--- config.mk ---
export PLATFORM = sky130hd
export DESIGN_NAME = gcd_sqrt_cell
export DESIGN_NICKNAME = d
export VERILOG_FILES = /design/src/rtl/core/gcd_pkg.sv /design/src/rtl/core/gcd_sqrt_cell.sv
export SDC_FILE = /design/constraint.sdc
export NUM_CORES = 1
export LEC_CHECK = 0
export ABC_AREA = 1
export BUFFER_PORTS_ARGS = -buffer_cell sky130_fd_sc_hd__clkbuf_2
export CAP_MARGIN = 20
export CORE_ASPECT_RATIO = 1.4
export CORE_MARGIN = 2
export CORE_UTILIZATION = 33
export CTS_CLUSTER_SIZE = 8
export DETAILED_ROUTE_END_ITERATION = 12
export PLACE_DENSITY = 0.59
export SLEW_MARGIN = 20
export SYNTH_ARGS = -nofsm -noshare
export SYNTH_HDL_FRONTEND = slang
export SYNTH_SLANG_ARGS = --single-unit
--- constraint.sdc ---
create_clock -name clock -period 3.9 [get_ports clock]
set_input_delay 0.195 -clock clock [delete_from_list [all_inputs] [get_ports clock]]
set_output_delay 0.195 -clock clock [all_outputs]
set_load 0.03 [all_outputs]
--- src/rtl/core/gcd_pkg.sv ---
// Shared types, constants and the arctangent step table for the great-circle
// distance unit. No dependencies; every other file in rtl/core imports it.
`default_nettype none

package gcd_pkg;

   // angle / coordinate word used by the CORDIC cells (Q30, signed)
   localparam int XW = 34;
   typedef logic signed [XW-1:0] fix_type;

   localparam fix_type PI_Q30      = 34'sd3373259426;
   localparam fix_type HALF_PI_Q30 = 34'sd1686629713;
   localparam fix_type ONE_Q30     = 34'sd1073741824;
   localparam fix_type INV_GAIN    = 34'sd652032874;

   // unsigned pi for the degree-to-radian product
   localparam logic [31:0] PI_MAG = 32'd3373259426;

   // constant division by 45, one byte per cell
   localparam int DW         = 40;
   localparam int DIGW       = 8;
   localparam int DIGITS     = DW / DIGW;
   localparam int REMW       = 6;
   localparam int DIV_SHIFT  = 20;
   localparam logic [14:0] DIV_RECIP = 15'd23302;
   localparam logic [13:0] DIVISOR   = 14'd45;

   // square root recurrence
   localparam int SQW        = 64;
   localparam int SQRT_STEPS = 32;

   // radius register
   localparam int RADW = 26;
   localparam logic [RADW-1:0] RADIUS_RESET = 26'd6378140;

   typedef struct packed {
      fix_type x;
      fix_type y;
      fix_type z;
   } cordic_vec_type;

   typedef struct packed {
      logic [DW-1:0]   dividend;
      logic [DW-1:0]   quotient;
      logic [REMW-1:0] remainder;
   } div_state_type;

   typedef struct packed {
      logic [SQW-1:0] rad;
      logic [SQW-1:0] root;
   } sqrt_state_type;

   localparam logic [31:0] ATAN_HEAD [10] = '{
      32'd843314856, 32'd497837829, 32'd263043836, 32'd133525158, 32'd67021686,
      32'd33543515,  32'd16775850,  32'd8388437,   32'd4194282,   32'd2097149
   };

   // atan(2^-i) in Q30, truncated
   function automatic fix_type atan_step(input int i);
      logic [63:0] t;
      if (i < 10) begin
         t = {32'd0, ATAN_HEAD[i[3:0]]};
      end else if (i <= 30) begin
         t = (64'd1 << (30 - i)) - 64'd1;
      end else begin
         t = '0;
      end
      return fix_type'(t);
   endfunction

endpackage

`default_nettype wire

--- src/rtl/core/gcd_sqrt_cell.sv ---
// One registered step of the digit-by-digit integer square root (one result
// bit per cell). Depends on gcd_pkg.
`default_nettype none

module gcd_sqrt_cell import gcd_pkg::*; #(
   parameter int K = 0
) (
   input  logic           clock,
   input  sqrt_state_type st_in,
   output sqrt_state_type st_out
);

   localparam logic [SQW-1:0] BIT_W = 64'd1 << (62 - 2 * K);

   sqrt_state_type st_ff, st_in_next;
   logic [SQW-1:0] trial;

   always_comb begin
      trial = st_in.root + BIT_W;
      if (st_in.rad >= trial) begin
         st_in_next.rad  = st_in.rad - trial;
         st_in_next.root = (st_in.root >> 1) + BIT_W;
      end else begin
         st_in_next.rad  = st_in.rad;
         st_in_next.root = st_in.root >> 1;
      end
   end

   always_ff @(posedge clock) begin
      st_ff <= st_in_next;
   end

   assign st_out = st_ff;

endmodule

`default_nettype wire

==> flow_summary.toml <==
[timing]
finalHoldViolations = 0
period_needed_ps = 3119
fin_ws_ps = 781.3
finalSetupTns_ps = 0
slew_headroom = 0.3798
report.final.slew_viol_count = 0
fin_crit_sh = 0.7997
setup_violations = 0
worst_slew_pin_slew_ps = 923.2
max_freq_mhz = 320.6
rsz0062_at_grt = "false"

[cts]
clkTransAtPathRegs_ps = 60
cts_tree = "built"
ctsRootBufferMaster = "clkbuf_16"
numCtsBuffers = 17
clockBufferDepth = 2
htreeDepth = 4
clkSinkCount = 128
post_cts_resized = 0
postCtsSetupBuffers = 0

[final_layout]
final-seq-area_mm2 = 0.002562
syn2layout_area_growth_pct = 36.81
nFillCells = 3072
final_cell_mix = "762 x nand2_1, 401 x inv_1, 256 x clkbuf_2"
drive_above_1_share = 0.1537
largest_register_ffs = 128
layout_commonest_cell = "nand2_1"
layout.nets = 2295
multi_input_area_mm2 = 0.005483
antenna_cells = 0

[logic_synthesis]
ys_seq_area_frac = 0.2648
syn_nets = 1906
synth_cell_types = 29
ys_warn_count = 0
netlist_area_mm2 = 0.009677
yosys_register_bits = 128
synthCells = 1712
syn_area_per_cell_um2 = 5.652

[worst_setup_path]
cp_data_required_time_ps = 4290
cp-end-kind = "register"
path_class = "in -> reg"
cp-start-kind = "input port"
path_max_fanout = 64
crit_arrival_ps = 3510

[drt]
initialDrtViolationCount = 555
drt-total-wl_um = 37370
drc_errors = 0
via_per_inst = 4.434
ant_nets = 0
drt_first_pass_iters = 5
dr_total_vias = 11060
wl_per_cell_um = 14.98

[power_and_ir_drop]
ir_worst_vdd_v = 0.0002981
power.leakage_nw = 8.201
power.density_mw_per_mm2 = 392.1

[floorplan]
chipHeight_um = 206.6
row_count = 74
die_area_mm2 = 0.03073
initial_core_util = 0.3339
ios = 257
die-width_um = 148.7
core_area_mm2 = 0.02898

[global_route]
grt_max_degree = 65
grt-ovfl-total = 0
antenna_found_initial = 0
gr-usage-all-layers = 0.2456
grt_pass1_vias = 10880
grt_util_met1 = 0.2412
grt_pass1_wl_um = 56100
met2_usage = 0.4853
use_met3 = 0.03670
grt_busiest_layer = "met2"

[worst_hold_path]
hold_depth = 3
min_from = "st_in[64]"
hp-class = "in -> reg"
min_to = "st_out[64]$_DFF_P_"

[placement]
routabilityCongestion = 0.9735
place_ws_ps = 905.6
dp_hpwl_um = 31100
io_buffers = 256

[run]
max-cap-violations = 0

[status]
status = "finished, final reports clean"
==> worst max path at each step <==
stage / from / to / slack [ps] / cells past startpoint
floorplan: st_in[64] / st_out[108]$_DFF_P_ / 1870 / 18
global placement: st_in[64] / st_out[79]$_DFF_P_ / 960 / 18
detailed placement: st_in[18] / st_out[97]$_DFF_P_ / 910 / 16
CTS: st_in[19] / st_out[97]$_DFF_P_ / 840 / 17
global route: st_in[18] / st_out[97]$_DFF_P_ / 530 / 17
finish: st_in[23] / st_out[97]$_DFF_P_ / 780 / 17
==> worst max-delay path, cell delays in order <==
cell           delay [ps]
dlygate4sd3_1         530
clkbuf_2              110
inv_1                  50
ha_1                  350
nand2_1               210
inv_1                  60
nand2_1                60
nand2_1               140
inv_1                  80
nand2_1               100
a21oi_1               240
nand3_2               140
nand2_2                90
nand2_4               240
inv_4                 640
nand2_1               130
nand2_1               100
==> logic make-up (layout without fill, tap and decap cells) <==
family / Yosys count / after routing / synth area share
simple gates: 1015 / 1015 / 0.4255
buf+inv: 420 / 822 / 0.1686
flops: 128 / 128 / 0.2648
fa+ha+maj: 65 / 65 / 0.08482
compound gates: 52 / 52 / 0.02728
xor+xnor: 32 / 32 / 0.02896
==> synth_stat cells <==
master / instances / area (µm²)
nand2_1: 762 / 2860
inv_1: 401 / 1505
dfxtp_1: 128 / 2562
nor2_1: 112 / 420.4
nand3_1: 79 / 395.4
ha_1: 64 / 800.8
a21oi_1: 43 / 215.2
xor2_1: 30 / 262.8
nand4_1: 20 / 125.1
nand3_2: 11 / 110.1
buf_2: 8 / 40.04
nor2_2: 7 / 43.79
nor3_1: 7 / 35.03
o21ai_0: 7 / 35.03
nand2_2: 6 / 37.54
inv_2: 5 / 18.77
buf_6: 3 / 33.78
nor3_2: 3 / 30.03
nor4_1: 3 / 18.77
and2_1: 2 / 12.51
nand2_4: 2 / 22.52
xnor2_1: 2 / 17.52
a21oi_2: 1 / 8.760
and3_1: 1 / 6.260
buf_12: 1 / 20.02
buf_4: 1 / 7.510
fa_1: 1 / 20.02
inv_4: 1 / 6.260
o21ai_1: 1 / 5.000
==> timing repair <==
action / 4_1_cts / 5_1_grt
hold endpoints to repair: 126 / 0
hold buffers: 125 / 0
endpoints found under the setup margin: 0 / 0
==> power by group <==
group	switching, mW	leakage (nW)	internal [mW]
logic	1.31	6.81	0.596
clock network	0.616	0.316	1.13
registers	0.0497	1.08	1.49
==> metrics by stage <==
stage | std cells | hold WS [ps] | cell area (µm²) | total power [mW] | utilization
6_report | 2494 | 39.99 | 13240 | 5.191 | 0.4568
5_1_grt | 2494 | 35.27 | 13240 | 5.489 | 0.4568
4_1_cts | 2494 | 21.31 | 13240 | 5.240 | 0.4568
3_5_place_dp | 2337 | 313.2 | 11350 | 3.375 | 0.3915
3_3_place_gp | 2337 | 313.5 | 11350 | 3.367 | 0.3915
2_1_floorplan | 1712 | 222.7 | 9677 | 2.796 | -
==> final cells by class <==
cell class / count / share of cell area
repair buffers: 383 / 0.1924
flip-flops and latches: 128 / 0.1936
clock buffers: 22 / 0.03658
inverters: 407 / 0.1156
multi-input cells: 1164 / 0.4141
clock inverters: 10 / 0.01181
well taps: 380 / 0.03591
==> routing by layer <==
metal	wire length (µm)	share of wire
met2	20270	0.54
met3	1089	0.029
met4	1927	0.052
met5	0	0
met1	14090	0.38
No activity file was read; power rests on OpenSTA's default activity.
