[src/rtl/core/gcd_pkg.sv]
// Shared types, constants and the arctangent step table for the great-circle
// distance unit. No dependencies; every other file in rtl/core imports it.
`default_nettype none

package gcd_pkg;

   // angle / coordinate word used by the CORDIC cells (Q30, signed)
   localparam int XW = 34;
   typedef logic signed [XW-1:0] fix_type;

   localparam fix_type PI_Q30      = 34'sd3373259426;
   localparam fix_type HALF_PI_Q30 = 34'sd1686629713;
   localparam fix_type ONE_Q30     = 34'sd1073741824;
   localparam fix_type INV_GAIN    = 34'sd652032874;

   // unsigned pi for the degree-to-radian product
   localparam logic [31:0] PI_MAG = 32'd3373259426;

   // constant division by 45, one byte per cell
   localparam int DW         = 40;
   localparam int DIGW       = 8;
   localparam int DIGITS     = DW / DIGW;
   localparam int REMW       = 6;
   localparam int DIV_SHIFT  = 20;
   localparam logic [14:0] DIV_RECIP = 15'd23302;
   localparam logic [13:0] DIVISOR   = 14'd45;

   // square root recurrence
   localparam int SQW        = 64;
   localparam int SQRT_STEPS = 32;

   // radius register
   localparam int RADW = 26;
   localparam logic [RADW-1:0] RADIUS_RESET = 26'd6378140;

   typedef struct packed {
      fix_type x;
      fix_type y;
      fix_type z;
   } cordic_vec_type;

   typedef struct packed {
      logic [DW-1:0]   dividend;
      logic [DW-1:0]   quotient;
      logic [REMW-1:0] remainder;
   } div_state_type;

   typedef struct packed {
      logic [SQW-1:0] rad;
      logic [SQW-1:0] root;
   } sqrt_state_type;

   localparam logic [31:0] ATAN_HEAD [10] = '{
      32'd843314856, 32'd497837829, 32'd263043836, 32'd133525158, 32'd67021686,
      32'd33543515,  32'd16775850,  32'd8388437,   32'd4194282,   32'd2097149
   };

   // atan(2^-i) in Q30, truncated
   function automatic fix_type atan_step(input int i);
      logic [63:0] t;
      if (i < 10) begin
         t = {32'd0, ATAN_HEAD[i[3:0]]};
      end else if (i <= 30) begin
         t = (64'd1 << (30 - i)) - 64'd1;
      end else begin
         t = '0;
      end
      return fix_type'(t);
   endfunction

endpackage

`default_nettype wire

[src/rtl/core/gcd_div_cell.sv]
// One registered cell of the divide-by-45 chain: retires one byte of the
// dividend per cycle. Depends on gcd_pkg.
`default_nettype none

module gcd_div_cell import gcd_pkg::*; (
   input  logic          clock,
   input  div_state_type stage_in,
   output div_state_type stage_out
);

   div_state_type   div_ff, div_in;
   logic [13:0]     part;
   logic [28:0]     prod;
   logic [DIGW-1:0] qd;
   logic [13:0]     rem_full;

   // partial remainder times 256 plus next byte, divided by 45 through the reciprocal
   always_comb begin
      part     = {stage_in.remainder, stage_in.dividend[DW-1 -: DIGW]};
      prod     = part * DIV_RECIP;
      qd       = prod[DIV_SHIFT +: DIGW];
      rem_full = part - ({6'd0, qd} * DIVISOR);
      div_in.dividend  = {stage_in.dividend[DW-DIGW-1:0], {DIGW{1'b0}}};
      div_in.quotient  = {stage_in.quotient[DW-DIGW-1:0], qd};
      div_in.remainder = rem_full[REMW-1:0];
   end

   always_ff @(posedge clock) begin
      div_ff <= div_in;
   end

   assign stage_out = div_ff;

endmodule

`default_nettype wire

[config.mk]
export PLATFORM = sky130hd
export DESIGN_NAME = gcd_div_cell
export DESIGN_NICKNAME = d
export VERILOG_FILES = /design/src/rtl/core/gcd_pkg.sv /design/src/rtl/core/gcd_div_cell.sv
export SDC_FILE = /design/constraint.sdc
export NUM_CORES = 1
export LEC_CHECK = 0
export BUFFER_PORTS_ARGS = -buffer_cell sky130_fd_sc_hd__buf_2
export CORE_MARGIN = 2
export CORE_UTILIZATION = 42
export DETAILED_ROUTE_END_ITERATION = 6
export PLACE_DENSITY_LB_ADDON = 0.3
export SLEW_MARGIN = 15
export SYNTH_ARGS = -nofsm -noshare
export SYNTH_HDL_FRONTEND = slang
export SYNTH_SLANG_ARGS = --single-unit
[constraint.sdc]
create_clock -name clock -period 7.7 [get_ports clock]
set_input_delay 0 -clock clock [delete_from_list [all_inputs] [get_ports clock]]
set_output_delay 0 -clock clock [all_outputs]
set_load 0.005 [all_outputs]
==> reports/qor.log <==
qor: status.status completed
qor: critical_path.critical-path-slowest-cell fa_1
qor: sta.grt_setup_unrepaired false
qor: clock_tree.clkSlewWorstSetupHoldPaths 0.05 ns
qor: logic_synthesis.most_instantiated_flip_flop_cell_in_the_synthesis_netlist dfxtp_1
qor: placed_design.place_ws 0.332 ns
qor: logic_synthesis.synthTopCellsByArea dfxtp_1 30%, ha_1 28%, fa_1 17%
qor: drt.route.top_layer_used met4
qor: logic_synthesis.postSynthCellCount 473
qor: logic_synthesis.synthDistinctLibCells 35
qor: drt.starting_drt_drc_count 159
qor: placed_design.place.detailed.hpwl 9.60 mm
qor: logic_synthesis.synth_edf_count 0
qor: critical_path.critical_path_required 7.90 ns
qor: clock_tree.clk_root_buffer_cell clkbuf_16
qor: global_route.global_route.usage.total 18.9%
qor: drt.routed_wirelength 12.4 mm
qor: worst_hold_path.min_to stage_out[0]
qor: worst_hold_path.holdCritPathClass in2reg
qor: floorplanning.dieHeight 115 µm
qor: floorplanning.design.die.area 0.0132 mm²
qor: floorplanning.die_width 115 µm
qor: sta.slew_viol_final 0
qor: critical_path.max_stage_delay 0.54 ns
qor: global_route.grt-ovfl-total 0
qor: final_layout.syn_to_final_growth 35.4%
qor: drt.wl_met3 681 µm
qor: clock_tree.cts.path.max_buffers 2
qor: critical_path.critPathBufInv 4
qor: drt.met2WireLength 6.25 mm
qor: critical_path.critical_path_class in2reg
qor: logic_synthesis.netlist.top_cell.by_area dfxtp_1
qor: sta.fin_tns_setup 0 ns
qor: global_route.antenna_found_initial 0
qor: sta.final-setup-viol-count 0
qor: worst_hold_path.hold_depth 2
qor: clock_tree.clock-sinks 78
qor: drt.route.detailed.drc 0
qor: final_layout.diodes 0
qor: sta.final_period_minus_worst_setup_slack 6.98 ns
qor: final_layout.drive_above_1_share 24.5%
qor: floorplanning.floorplan.initialDensity 43.1%
qor: placed_design.gpl.final_weighted_congestion 0.850
qor: clock_tree.cts-resized-gates 0
qor: logic_synthesis.synth.yosys.warnings 0
qor: sta.layout_setup_ws 0.724 ns
qor: placed_design.placed_cells 775
qor: critical_path.timing.critical_path.mode_cell ha_1
qor: logic_synthesis.synth-seq-cells 78
qor: drt.routed_via_density 4.62
qor: drt.m1WireLength 5.28 mm
qor: clock_tree.h_tree_depth 3
qor: logic_synthesis.fraction_of_post_synthesis_cell_area_in_the_top_cell_type_by_area 30.2%
qor: logic_synthesis.yosys-top-cells-count 117 x ha_1, 108 x inv_1, 78 x dfxtp_1
qor: logic_synthesis.postSynthAreaPerCell 10.9 µm²
qor: floorplanning.core.rowCount 40
qor: global_route.maximum_number_of_pins_on_one_net_before_global_route_repair 13
qor: floorplanning.core_box_area 0.0120 mm²
qor: critical_path.timing.critical_path.from_type input port
qor: logic_synthesis.asr_flop_ratio_synth 0%
qor: clock_tree.cts_tree yes
qor: sta.timing.final.crit_share 90.6%
qor: floorplanning.ioPinCount 173
qor: final_layout.layout.nets 950
qor: global_route.first_pass_grt_wire_length 19.4 mm
qor: logic_synthesis.synth.most_common_cell ha_1
qor: drt.postRouteAntennaNets 0
qor: critical_path.maximum_fanout_encountered_on_the_critical_timing_path 6
qor: placed_design.count_of_buffers_from_port_buffering 156
qor: drt.wire_per_inst 14.6 µm
qor: final_layout.largest_register_ffs 78
qor: sta.final-hold-violation-count 0
qor: worst_hold_path.worstHoldStart stage_in[79]
qor: drt.drtPass1Iterations 4
qor: global_route.grt_pass1_vias 4089
qor: sta.max_freq 143 MHz
qor: clock_tree.cts_made_buffers 9
qor: final_layout.instances_no_fill 854
qor: critical_path.critical_path.top_delay_family adder cells
qor: drt.vias 3949
qor: flow_run.maxCapViolations 0
qor: critical_path.worst_ep_arrival_time 7.17 ns
qor: critical_path.cp-end-kind flop
qor: logic_synthesis.netlist_area 0.00517 mm²
qor: logic_synthesis.synth-seq-area-share 30.2%
==> timing repair <==
| action | 4_1_cts | 5_1_grt |
|---|---|---|
| hold endpoints to repair | 64 | 0 |
| hold buffers | 64 | 0 |
| setup buffers | 0 | 0 |
==> placed cells by master (no fill, tap or decap), drive strengths merged, types with 2 or more instances in the layout <==
cell type    instances
buf                156
ha                 117
inv                108
dfxtp               78
dlygate4sd3         64
fa                  43
xnor2               19
a21oi               19
clkbuf              11
xor2                10
nand2               10
a21o                 9
conb                 8
o21ai                8
nor2                 6
nand3                5
o21bai               5
nor3                 4
o211ai               3
nand4                2
a211oi               2
nor4                 2
mux2i                2
and4                 2
clkinv               2
clkinvlp             2
==> stage by stage <==
step / util (%) / area [µm²] / hold slack, ns
after global placement: 50.8 / 6100 / 0.102
after global routing: 58.3 / 7000 / 0.0708
final: 58.3 / 7000 / 0.0559
after floorplan: - / 5200 / 0.0277
after CTS: 58.3 / 7000 / 0.0511
after detailed placement: 50.8 / 6100 / 0.104
==> area by class of cell <==
class	count	area, µm²
sequential	78	1560
tap	147	184
inverter	108	405
fill	1011	5010
multi-input combinational	286	3170
clock inverter	4	25.0
clock buffer	11	233
timing repair buffer	220	1420
==> how the worst max path moves through the flow <==
stage,start,to,cells past startpoint
finish,stage_in[81],stage_out[5],27
global placement,stage_in[0],stage_out[5],27
global route,stage_in[0],stage_out[5],27
floorplan,stage_in[81],stage_out[5],26
CTS,stage_in[81],stage_out[5],27
detailed placement,stage_in[81],stage_out[5],27
==> kinds of logic (layout without fill, tap and decap cells) <==
kind of cell               Yosys count  after routing  share of synthesized area [%]
AOI/OAI and AO/OA                   51             51                           6.39
xor gates and xnor gates            30             30                           5.49
adders and majority gates          160            160                           45.0
buffers and inverters              116            343                           9.00
DFF                                 78             78                           30.2
muxes                                3              3                          0.677
other                                1              8                         0.0725
and+or+nand+nor                     34             34                           3.22
==> routing by layer <==
| layer | global-route usage, % | vias to the layer above |
|---|---|---|
| met5 | 0 | - |
| met4 | 6.10 | 0 |
| met3 | 2.64 | 17 |
| met2 | 35.2 | 127 |
| met1 | 22.2 | 1837 |
| li1 | - | 1968 |
Power is left out: the tool's default activity adds up to more than one toggle a clock period on the data nets, which glitch-free logic cannot reach.
