<file path="config.mk">
export PLATFORM = sky130hd
export DESIGN_NAME = gcd_cordic_cell
export DESIGN_NICKNAME = d
export VERILOG_FILES = /design/src/rtl/core/gcd_pkg.sv /design/src/rtl/core/gcd_cordic_cell.sv
export SDC_FILE = /design/constraint.sdc
export NUM_CORES = 1
export LEC_CHECK = 0
export BUFFER_PORTS_ARGS = -buffer_cell sky130_fd_sc_hd__clkbuf_2
export CORE_MARGIN = 5
export CORE_UTILIZATION = 40
export CTS_CLUSTER_DIAMETER = 40
export DETAILED_ROUTE_END_ITERATION = 7
export GPL_TIMING_DRIVEN = 0
export SLEW_MARGIN = 20
export SYNTH_ARGS = -nofsm -noshare
export SYNTH_HDL_FRONTEND = slang
export SYNTH_SLANG_ARGS = --single-unit
</file>
<file path="constraint.sdc">
create_clock -name clock -period 3.7 [get_ports clock]
set_input_delay 0 -clock clock [delete_from_list [all_inputs] [get_ports clock]]
set_output_delay 0 -clock clock [all_outputs]
set_load 0.03 [all_outputs]
</file>
<file path="src/rtl/core/gcd_pkg.sv">
// Shared types, constants and the arctangent step table for the great-circle
// distance unit. No dependencies; every other file in rtl/core imports it.
`default_nettype none

package gcd_pkg;

   // angle / coordinate word used by the CORDIC cells (Q30, signed)
   localparam int XW = 34;
   typedef logic signed [XW-1:0] fix_type;

   localparam fix_type PI_Q30      = 34'sd3373259426;
   localparam fix_type HALF_PI_Q30 = 34'sd1686629713;
   localparam fix_type ONE_Q30     = 34'sd1073741824;
   localparam fix_type INV_GAIN    = 34'sd652032874;

   // unsigned pi for the degree-to-radian product
   localparam logic [31:0] PI_MAG = 32'd3373259426;

   // constant division by 45, one byte per cell
   localparam int DW         = 40;
   localparam int DIGW       = 8;
   localparam int DIGITS     = DW / DIGW;
   localparam int REMW       = 6;
   localparam int DIV_SHIFT  = 20;
   localparam logic [14:0] DIV_RECIP = 15'd23302;
   localparam logic [13:0] DIVISOR   = 14'd45;

   // square root recurrence
   localparam int SQW        = 64;
   localparam int SQRT_STEPS = 32;

   // radius register
   localparam int RADW = 26;
   localparam logic [RADW-1:0] RADIUS_RESET = 26'd6378140;

   typedef struct packed {
      fix_type x;
      fix_type y;
      fix_type z;
   } cordic_vec_type;

   typedef struct packed {
      logic [DW-1:0]   dividend;
      logic [DW-1:0]   quotient;
      logic [REMW-1:0] remainder;
   } div_state_type;

   typedef struct packed {
      logic [SQW-1:0] rad;
      logic [SQW-1:0] root;
   } sqrt_state_type;

   localparam logic [31:0] ATAN_HEAD [10] = '{
      32'd843314856, 32'd497837829, 32'd263043836, 32'd133525158, 32'd67021686,
      32'd33543515,  32'd16775850,  32'd8388437,   32'd4194282,   32'd2097149
   };

   // atan(2^-i) in Q30, truncated
   function automatic fix_type atan_step(input int i);
      logic [63:0] t;
      if (i < 10) begin
         t = {32'd0, ATAN_HEAD[i[3:0]]};
      end else if (i <= 30) begin
         t = (64'd1 << (30 - i)) - 64'd1;
      end else begin
         t = '0;
      end
      return fix_type'(t);
   endfunction

endpackage

`default_nettype wire

</file>
<file path="src/rtl/core/gcd_cordic_cell.sv">
// One registered CORDIC micro-rotation, rotation or vectoring mode, fixed
// shift index. Depends on gcd_pkg.
`default_nettype none

module gcd_cordic_cell import gcd_pkg::*; #(
   parameter int IDX       = 0,
   parameter bit VECTORING = 1'b0
) (
   input  logic           clock,
   input  cordic_vec_type vec_in,
   output cordic_vec_type vec_out
);

   cordic_vec_type vec_ff, vec_in_next;
   fix_type x_s, y_s, z_s, dx, dy, step;
   logic    pos;

   always_comb begin
      x_s  = vec_in.x;
      y_s  = vec_in.y;
      z_s  = vec_in.z;
      dx   = y_s >>> IDX;
      dy   = x_s >>> IDX;
      step = atan_step(IDX);
      // direction: vectoring drives y to zero, rotation drives z to zero
      pos  = VECTORING ? !y_s[XW-1] : !z_s[XW-1];
      if (VECTORING) begin
         vec_in_next.x = pos ? x_s + dx : x_s - dx;
         vec_in_next.y = pos ? y_s - dy : y_s + dy;
         vec_in_next.z = pos ? z_s + step : z_s - step;
      end else begin
         vec_in_next.x = pos ? x_s - dx : x_s + dx;
         vec_in_next.y = pos ? y_s + dy : y_s - dy;
         vec_in_next.z = pos ? z_s - step : z_s + step;
      end
   end

   always_ff @(posedge clock) begin
      vec_ff <= vec_in_next;
   end

   assign vec_out = vec_ff;

endmodule

`default_nettype wire

</file>
==> metrics.log, run 1 <==
INFO  metric postRouteWirelength = 32600 µm
INFO  metric dr.pass1.iters = 6
INFO  metric total_power = 0.00465 W
INFO  metric dp_hpwl = 26200 µm
INFO  metric grt_pass1_vias = 9542
INFO  metric drv_slew = 0
INFO  metric grt.total_usage = 23.6%
INFO  metric critical-path-slowest-cell = dlygate4sd3_1
INFO  metric die_h = 163 µm
INFO  metric clk_transition_reported_paths = 0.08 ns
INFO  metric final_util = 48.0%
INFO  metric cell_types_with_the_largest_area_share_after_synthesis = dfxtp_1 (22%), ha_1 (17%), a21oi_1 (6.8%), xnor2_1 (5.9%), o21ai_0 (4.6%)
INFO  metric yosysTopAreaCell = dfxtp_1
INFO  metric post-cts-setup-buffers = 0
INFO  metric viasPerCell = 5.53
INFO  metric globalplace.congestion = 1.02
INFO  metric layout-drive-gt1-share = 17.0%
INFO  metric route.vias.total = 9738
INFO  metric power.combinational.fraction = 48.0%
INFO  metric placementRows = 56
INFO  metric nets = 1673
INFO  metric synthesized_nets = 1450
INFO  metric power_report.internal_total = 0.00255 W
INFO  metric hold_class = in -> reg
INFO  metric setup_repair_after_global_routing_missed_its_margin = false
INFO  metric setup_viol = 0
INFO  metric grt_antenna_before_repair = 0
INFO  metric power.leakage = 5.36 nW
INFO  metric grt_max_degree = 26
INFO  metric slew_headroom = 36.2%
INFO  metric yosysWarningCount = 0
INFO  metric syn_avg_cell_area = 7.74 µm²
INFO  metric synthDominantCellAreaShare = 21.5%
INFO  metric worst-slew-pin-transition = 0.958 ns
INFO  metric ant_nets = 0
INFO  metric post_dp_area = 10800 µm²
INFO  metric tritoncts.num_buffers = 9
INFO  metric timing.final.crit_period = 3.54 ns
INFO  metric dr.first_iter.drc_count = 810
INFO  metric timing.hold.worst_path_depth = 3
INFO  metric power.share.sequential = 30.3%
INFO  metric timing.critical_path.to_type = register
INFO  metric setup.worst_path.start_class = primary input
INFO  metric tritoncts = built
INFO  metric final-hold-violation-count = 0
INFO  metric timing.critical_path.slowest_cell_delay = 0.53 ns
INFO  metric multi_input_area = 6780 µm²
INFO  metric timing.critical_path.fanout_max = 5
INFO  metric result_of_the_run = finished, final reports clean
INFO  metric post_synth_inst_count = 1214
INFO  metric diodes = 0
INFO  metric setup_ws = 0.160 ns
INFO  metric power.share.clock = 21.6%
INFO  metric drcViolationCount = 0
INFO  metric power_per_cell_area = 414 nW/µm²
INFO  metric syn-cell-area = 9390 µm²
INFO  metric cts_buffer_depth = 2
INFO  metric largest_register_ff_count = 101
INFO  metric critical_path_class = in -> reg
INFO  metric areaGrowthSynthToFinish = 19.3%
INFO  metric postSynth.asyncResetShare = 0%
INFO  metric power_switching_share = 45.2%
INFO  metric synth-seq-cells = 101
INFO  metric stdcell_area = 11200 µm²
INFO  metric globalRouteOverflowTotal = 0
INFO  metric numClockSinks = 101
INFO  metric fin_worst_hold_slack = 0.0281 ns
INFO  metric avgRoutedWirePerCell = 18.5 µm
INFO  metric holdPathEnd = vec_out[20]
INFO  metric critPathArrivalTime = 3.80 ns
INFO  metric port_buffers = 204
INFO  metric grt_pass1_wl = 50500 µm
INFO  metric final.fill_count = 2413
INFO  metric required_time_of_the_critical_path = 3.96 ns
INFO  metric count_of_flip_flops_with_a_built_in_enable_after_synthesis = 0
INFO  metric seq_area = 2020 µm²
INFO  metric ir_drop = 0.247 mV
INFO  metric cts_htree_levels = 3
INFO  metric core-area = 23300 µm²
INFO  metric design.die.area = 26700 µm²
INFO  metric worstPathCellList = dlygate4sd3_1, clkbuf_2, ha_1, fa_1, nor2b_1, o211ai_1, nand3_1, a31oi_1, o21ai_0, a21oi_1, o21ai_0, a21oi_1, xor2_1
INFO  metric synth_ff_type = dfxtp_1
INFO  metric max_freq = 0.282 GHz
INFO  metric pin_count = 205
INFO  metric number_of_violations_of_the_max_capacitance_limit = 0
INFO  metric final_cell_mix = clkbuf_2 (204), ha_1 (129), a21oi_1 (128)
INFO  metric preCtsSetupSlack = -0.463 ns
INFO  metric start_util = 40.3%
INFO  metric synth.yosys.seq_area_share = 21.5%
INFO  metric fin_crit_sh = 95.7%
INFO  metric hold_start = vec_in[20]
INFO  metric die_width = 163 µm
INFO  metric ctsRootBufferMaster = clkbuf_16
INFO  metric yosysUniqueCellTypes = 73
INFO  metric power.net_switching = 0.00210 W
INFO  metric mostFrequentLayoutCell = clkbuf_2
## worst max-delay path: cells and delay by family
family / cells / cell delay (ns)
buffers and inverters: 2 / 0.65
adder cells (fa/ha/maj): 2 / 0.64
AO/OA/AOI/OAI: 6 / 1.91
XOR/XNOR: 1 / 0.22
AND/OR/NAND/NOR: 2 / 0.37
## cells by family (layout without fill, tap and decap cells)
logic type,count (synthesis),in the layout,share of synthesized area [%]
mux,16,16,1.70
flops,101,101,21.5
xor+xnor,90,90,8.39
simple gates,305,305,15.7
fa+ha+maj,133,133,18.0
compound gates,413,413,28.3
buf+inv,156,384,6.30
## synth_stat cells (4+ instances only)
cell / number
and2_1: 5
o21a_1: 15
and3_1: 4
o22ai_1: 7
a21o_1: 35
a211o_1: 9
or4_1: 4
nand2b_1: 15
a221oi_1: 5
nor2b_1: 18
clkbuf_1: 42
buf_1: 7
o21bai_1: 20
a31oi_1: 12
nor2_1: 95
o211ai_1: 11
or2_2: 6
o221ai_1: 7
nand4_1: 19
a311oi_1: 4
or3_1: 8
nor3_1: 25
mux2i_1: 16
inv_1: 103
o21ai_0: 87
o31ai_1: 7
a21boi_0: 4
dfxtp_1: 101
xnor2_1: 63
nand3_1: 16
nor4_1: 5
fa_1: 4
a211oi_1: 18
a21oi_1: 128
ha_1: 129
xor2_1: 27
nand2_1: 72
## power groups by stage
| stage | clock network [W] | logic (W) | registers, W |
|---|---|---|---|
| 5_1_grt | 0.00107 | 0.00240 | 0.00143 |
| 3_5_place_dp | 0 | 0.00220 | 0.00143 |
| 3_3_place_gp | 0 | 0.00221 | 0.00143 |
| 6_report | 0.00100 | 0.00223 | 0.00141 |
| 2_1_floorplan | 0 | 0.00100 | 0.00194 |
| 4_1_cts | 0.00103 | 0.00222 | 0.00141 |
## routing by layer
layer	up-vias	GRT usage [%]	share of wire (%)
li1	4770	-	-
met1	4467	31.4	44
met2	425	38.3	45
met3	76	3.94	7.5
met4	0	9.38	3.3
met5	-	0	0
## layout make-up
cell class,count,share of cell area [%]
Multi-Input combinational cell,957,60.5
Sequential cell,101,18.0
Timing Repair Buffer,212,9.82
Tap cell,319,3.56
Inverter,104,3.48
Clock buffer,9,2.01
Buffer,52,1.86
Clock inverter,7,0.748
## timing repair
| item | CTS | global route |
|---|---|---|
| endpoints found under the setup margin | 2 | 3 |
| hold buffers | 8 | 0 |
| gates resized for setup | 1 | 2 |
| endpoints found under the hold margin | 7 | 0 |
## per-stage QoR
| step | TNS (ns) | std cells |
|---|---|---|
| floorplan | 0 | 1214 |
| detailed placement | -2.37 | 1737 |
| global placement | -9.87 | 1737 |
| finish | 0 | 1761 |
| global route | 0 | 1761 |
| CTS | 0 | 1761 |
## worst max-delay path by stage
stage	endpoint	cells past startpoint	from	slack (ns)
global route	vec_out[33]	14	vec_in[33]	0.07
global placement	vec_out[33]	14	vec_in[33]	-1.06
detailed placement	vec_out[33]	14	vec_in[33]	-0.46
CTS	vec_out[33]	14	vec_in[33]	0.12
finish	vec_out[62]	13	vec_in[68]	0.16
floorplan	vec_out[33]	13	vec_in[33]	0.51
Power figures use the tool's default switching activity.
==> inputs of run 2 (changes only) <==
--- a/config.mk
+++ b/config.mk
@@ -6,11 +6,15 @@
 export NUM_CORES = 1
 export LEC_CHECK = 0
 export BUFFER_PORTS_ARGS = -buffer_cell sky130_fd_sc_hd__clkbuf_2
+export CELL_PAD_IN_SITES_DETAIL_PLACEMENT = 0
+export CELL_PAD_IN_SITES_GLOBAL_PLACEMENT = 2
+export CORE_ASPECT_RATIO = 0.9
 export CORE_MARGIN = 5
-export CORE_UTILIZATION = 40
+export CORE_UTILIZATION = 32
 export CTS_CLUSTER_DIAMETER = 40
 export DETAILED_ROUTE_END_ITERATION = 7
 export GPL_TIMING_DRIVEN = 0
+export PLACE_DENSITY_LB_ADDON = 0.1
 export SLEW_MARGIN = 20
 export SYNTH_ARGS = -nofsm -noshare
 export SYNTH_HDL_FRONTEND = slang
==> run 2 against run 1 <==
- count of clock-buffer cells in the layout grew 2
- power up 0.35%
- first-iteration DRC count shrank 0.37%
- maximum frequency is 3.0% higher
- sequential power about the same
- worst hold slack worse by 0.0087 ns
- die area rose by 23%
- critical endpoint is now vec_out[33]
- global-route usage shrank 2.5 points
- clock power hardly changed
- wire length increased by 12%
- cell count rose by 4.7%
==> metrics.log, run 2 (synthesized netlist as in run 1, its figures left out) <==
INFO  metric power_per_cell_area = 411 nW/µm²
INFO  metric groute.layer.met3.usage = 3.10%
INFO  metric areaGrowthSynthToFinish = 20.8%
INFO  metric number_of_violations_of_the_max_capacitance_limit = 0
INFO  metric dr.pass1.iters = 5
INFO  metric final_cell_mix = clkbuf_2 (204), ha_1 (129), a21oi_1 (128)
INFO  metric placed_cells = 1815
INFO  metric die_width = 191 µm
INFO  metric final_cell_count_no_fill = 1844
INFO  metric power_switching_share = 45.4%
INFO  metric timing.hold.worst_path_depth = 3
INFO  metric largest_register_ff_count = 101
INFO  metric setup.worst_path.start_class = primary input
INFO  metric final-hold-violation-count = 0
INFO  metric power.share.clock = 21.0%
INFO  metric grt.busiest_layer = met2
INFO  metric final_util = 39.2%
INFO  metric total_power = 0.00466 W
INFO  metric timing.critical_path.fanout_max = 24
INFO  metric port_buffers = 204
INFO  metric grt_util_met2 = 32.3%
INFO  metric grt_max_degree = 25
INFO  metric drv_slew = 0
INFO  metric tritoncts = built
INFO  metric max_freq = 0.291 GHz
INFO  metric route.vias.total = 9663
INFO  metric power.share.sequential = 30.2%
INFO  metric timing.final.crit_period = 3.44 ns
INFO  metric drcViolationCount = 0
INFO  metric timing.critical_path.to_type = register
INFO  metric ctsRootBufferMaster = clkbuf_16
INFO  metric nets = 1679
INFO  metric globalRouteOverflowTotal = 0
INFO  metric result_of_the_run = finished, final reports clean
INFO  metric holdPathEnd = vec_out[20]
INFO  metric power.net_switching = 0.00212 W
INFO  metric mostFrequentLayoutCell = clkbuf_2
INFO  metric avgRoutedWirePerCell = 19.7 µm
INFO  metric pin_count = 205
INFO  metric hold_start = vec_in[20]
INFO  metric postRouteWirelength = 36400 µm
INFO  metric numClockSinks = 101
INFO  metric layout-drive-gt1-share = 17.2%
INFO  metric start_util = 32.5%
INFO  metric fin_worst_hold_slack = 0.0194 ns
INFO  metric diodes = 0
INFO  metric worst_setup_path_startpoint = vec_in[33]
INFO  metric clk_transition_reported_paths = 0.07 ns
INFO  metric tritoncts.num_buffers = 9
INFO  metric critPathArrivalTime = 3.74 ns
INFO  metric ant_nets = 0
INFO  metric setup_viol = 0
INFO  metric worst-slew-pin-transition = 1.05 ns
INFO  metric required_time_of_the_critical_path = 4.00 ns
INFO  metric cts_buffer_depth = 2
INFO  metric grt.total_usage = 21.2%
INFO  metric grt_pass1_vias = 9345
INFO  metric dr.first_iter.drc_count = 807
INFO  metric ir_drop = 0.251 mV
INFO  metric design.die.area = 32900 µm²
INFO  metric power_report.internal_total = 0.00255 W
INFO  metric grt_antenna_before_repair = 0
INFO  metric dp_hpwl = 29400 µm
INFO  metric placementRows = 59
INFO  metric fin_crit_sh = 92.9%
INFO  metric slew_headroom = 29.8%
INFO  metric die_h = 173 µm
INFO  metric critical_path_class = in -> reg
INFO  metric core-area = 28900 µm²
INFO  metric cts_htree_levels = 3
INFO  metric hold_class = in -> reg
INFO  metric grtUsageMet1 = 31.8%
INFO  metric setup_repair_after_global_routing_missed_its_margin = false
INFO  metric grt_pass1_wl = 55300 µm
INFO  metric power.combinational.fraction = 48.8%
INFO  metric viasPerCell = 5.24
INFO  metric power.leakage = 5.37 nW
INFO  metric globalplace.congestion = 0.881
run 2: cell count changes in the layout (fill, tap and decap cells not counted), sizes merged:
cell / before / now
buf: 11 / 15
clkbuf: 254 / 255
clkinv: 3 / 1
clkinvlp: 0 / 4
dlygate4sd3: 8 / 11
inv: 108 / 104
run 2: routing by layer:
| layer | routed length, µm | up-vias |
|---|---|---|
| met5 | 0 | - |
| met4 | 424 | 0 |
| met3 | 1970 | 36 |
| met2 | 15700 | 340 |
| met1 | 18300 | 4517 |
| li1 | - | 4770 |
run 2: worst max-delay path by stage:
stage                        to  slack (ns)  depth (start not counted)
floorplan           vec_out[33]        0.51                         13
global placement    vec_out[33]       -1.27                         14
detailed placement  vec_out[33]       -0.26                         15
CTS                 vec_out[33]        0.10                         15
global route        vec_out[33]        0.03                         14
finish              vec_out[33]        0.26                         14
run 2: layout make-up:
class                      count  area [µm²]
fill                        3104       17600
multi-input combinational    957        6780
sequential                   101        2020
timing repair buffer         219        1170
tap                          396         495
inverter                     104         394
clock buffer                  11         243
buffer                        51         199
clock inverter                 5        42.5
run 2: what timing repair did:
item                       4_1_cts  5_1_grt
hold buffers                    11        0
hold endpoints to repair         9        0
setup endpoints to repair        0        4
buffers inserted                 0        3
resized for setup                0        2
run 2: power groups by stage:
stage	Clock, W	Sequential [W]	Combinational (W)
5_1_grt	0.00105	0.00144	0.00244
2_1_floorplan	0	0.00194	0.00100
6_report	0.000979	0.00141	0.00227
4_1_cts	0.00102	0.00141	0.00227
3_5_place_dp	0	0.00144	0.00225
3_3_place_gp	0	0.00143	0.00226
run 2: critical path, stage by stage:
cell and delay [ns]:
buf_2 0.36, clkinvlp_4 0.30, clkbuf_2 0.22, buf_12 0.19
fa_1 0.44, a211oi_1 0.24, o21ai_0 0.15, a21o_1 0.25
a211o_1 0.34, a211oi_1 0.25, o21bai_1 0.17, a211o_1 0.36
a211o_1 0.27, a21oi_1 0.15
run 2: stage by stage:
| step | instance area (µm²) | setup TNS [ns] | worst slack (ns) |
|---|---|---|---|
| 2_1_floorplan | 9390 | 0 | 0.507 |
| 3_3_place_gp | 10900 | -15.71 | -1.27 |
| 3_5_place_dp | 10900 | -0.955 | -0.263 |
| 4_1_cts | 11300 | 0 | 0.102 |
| 5_1_grt | 11300 | 0 | 0.0282 |
| 6_report | 11300 | 0 | 0.264 |
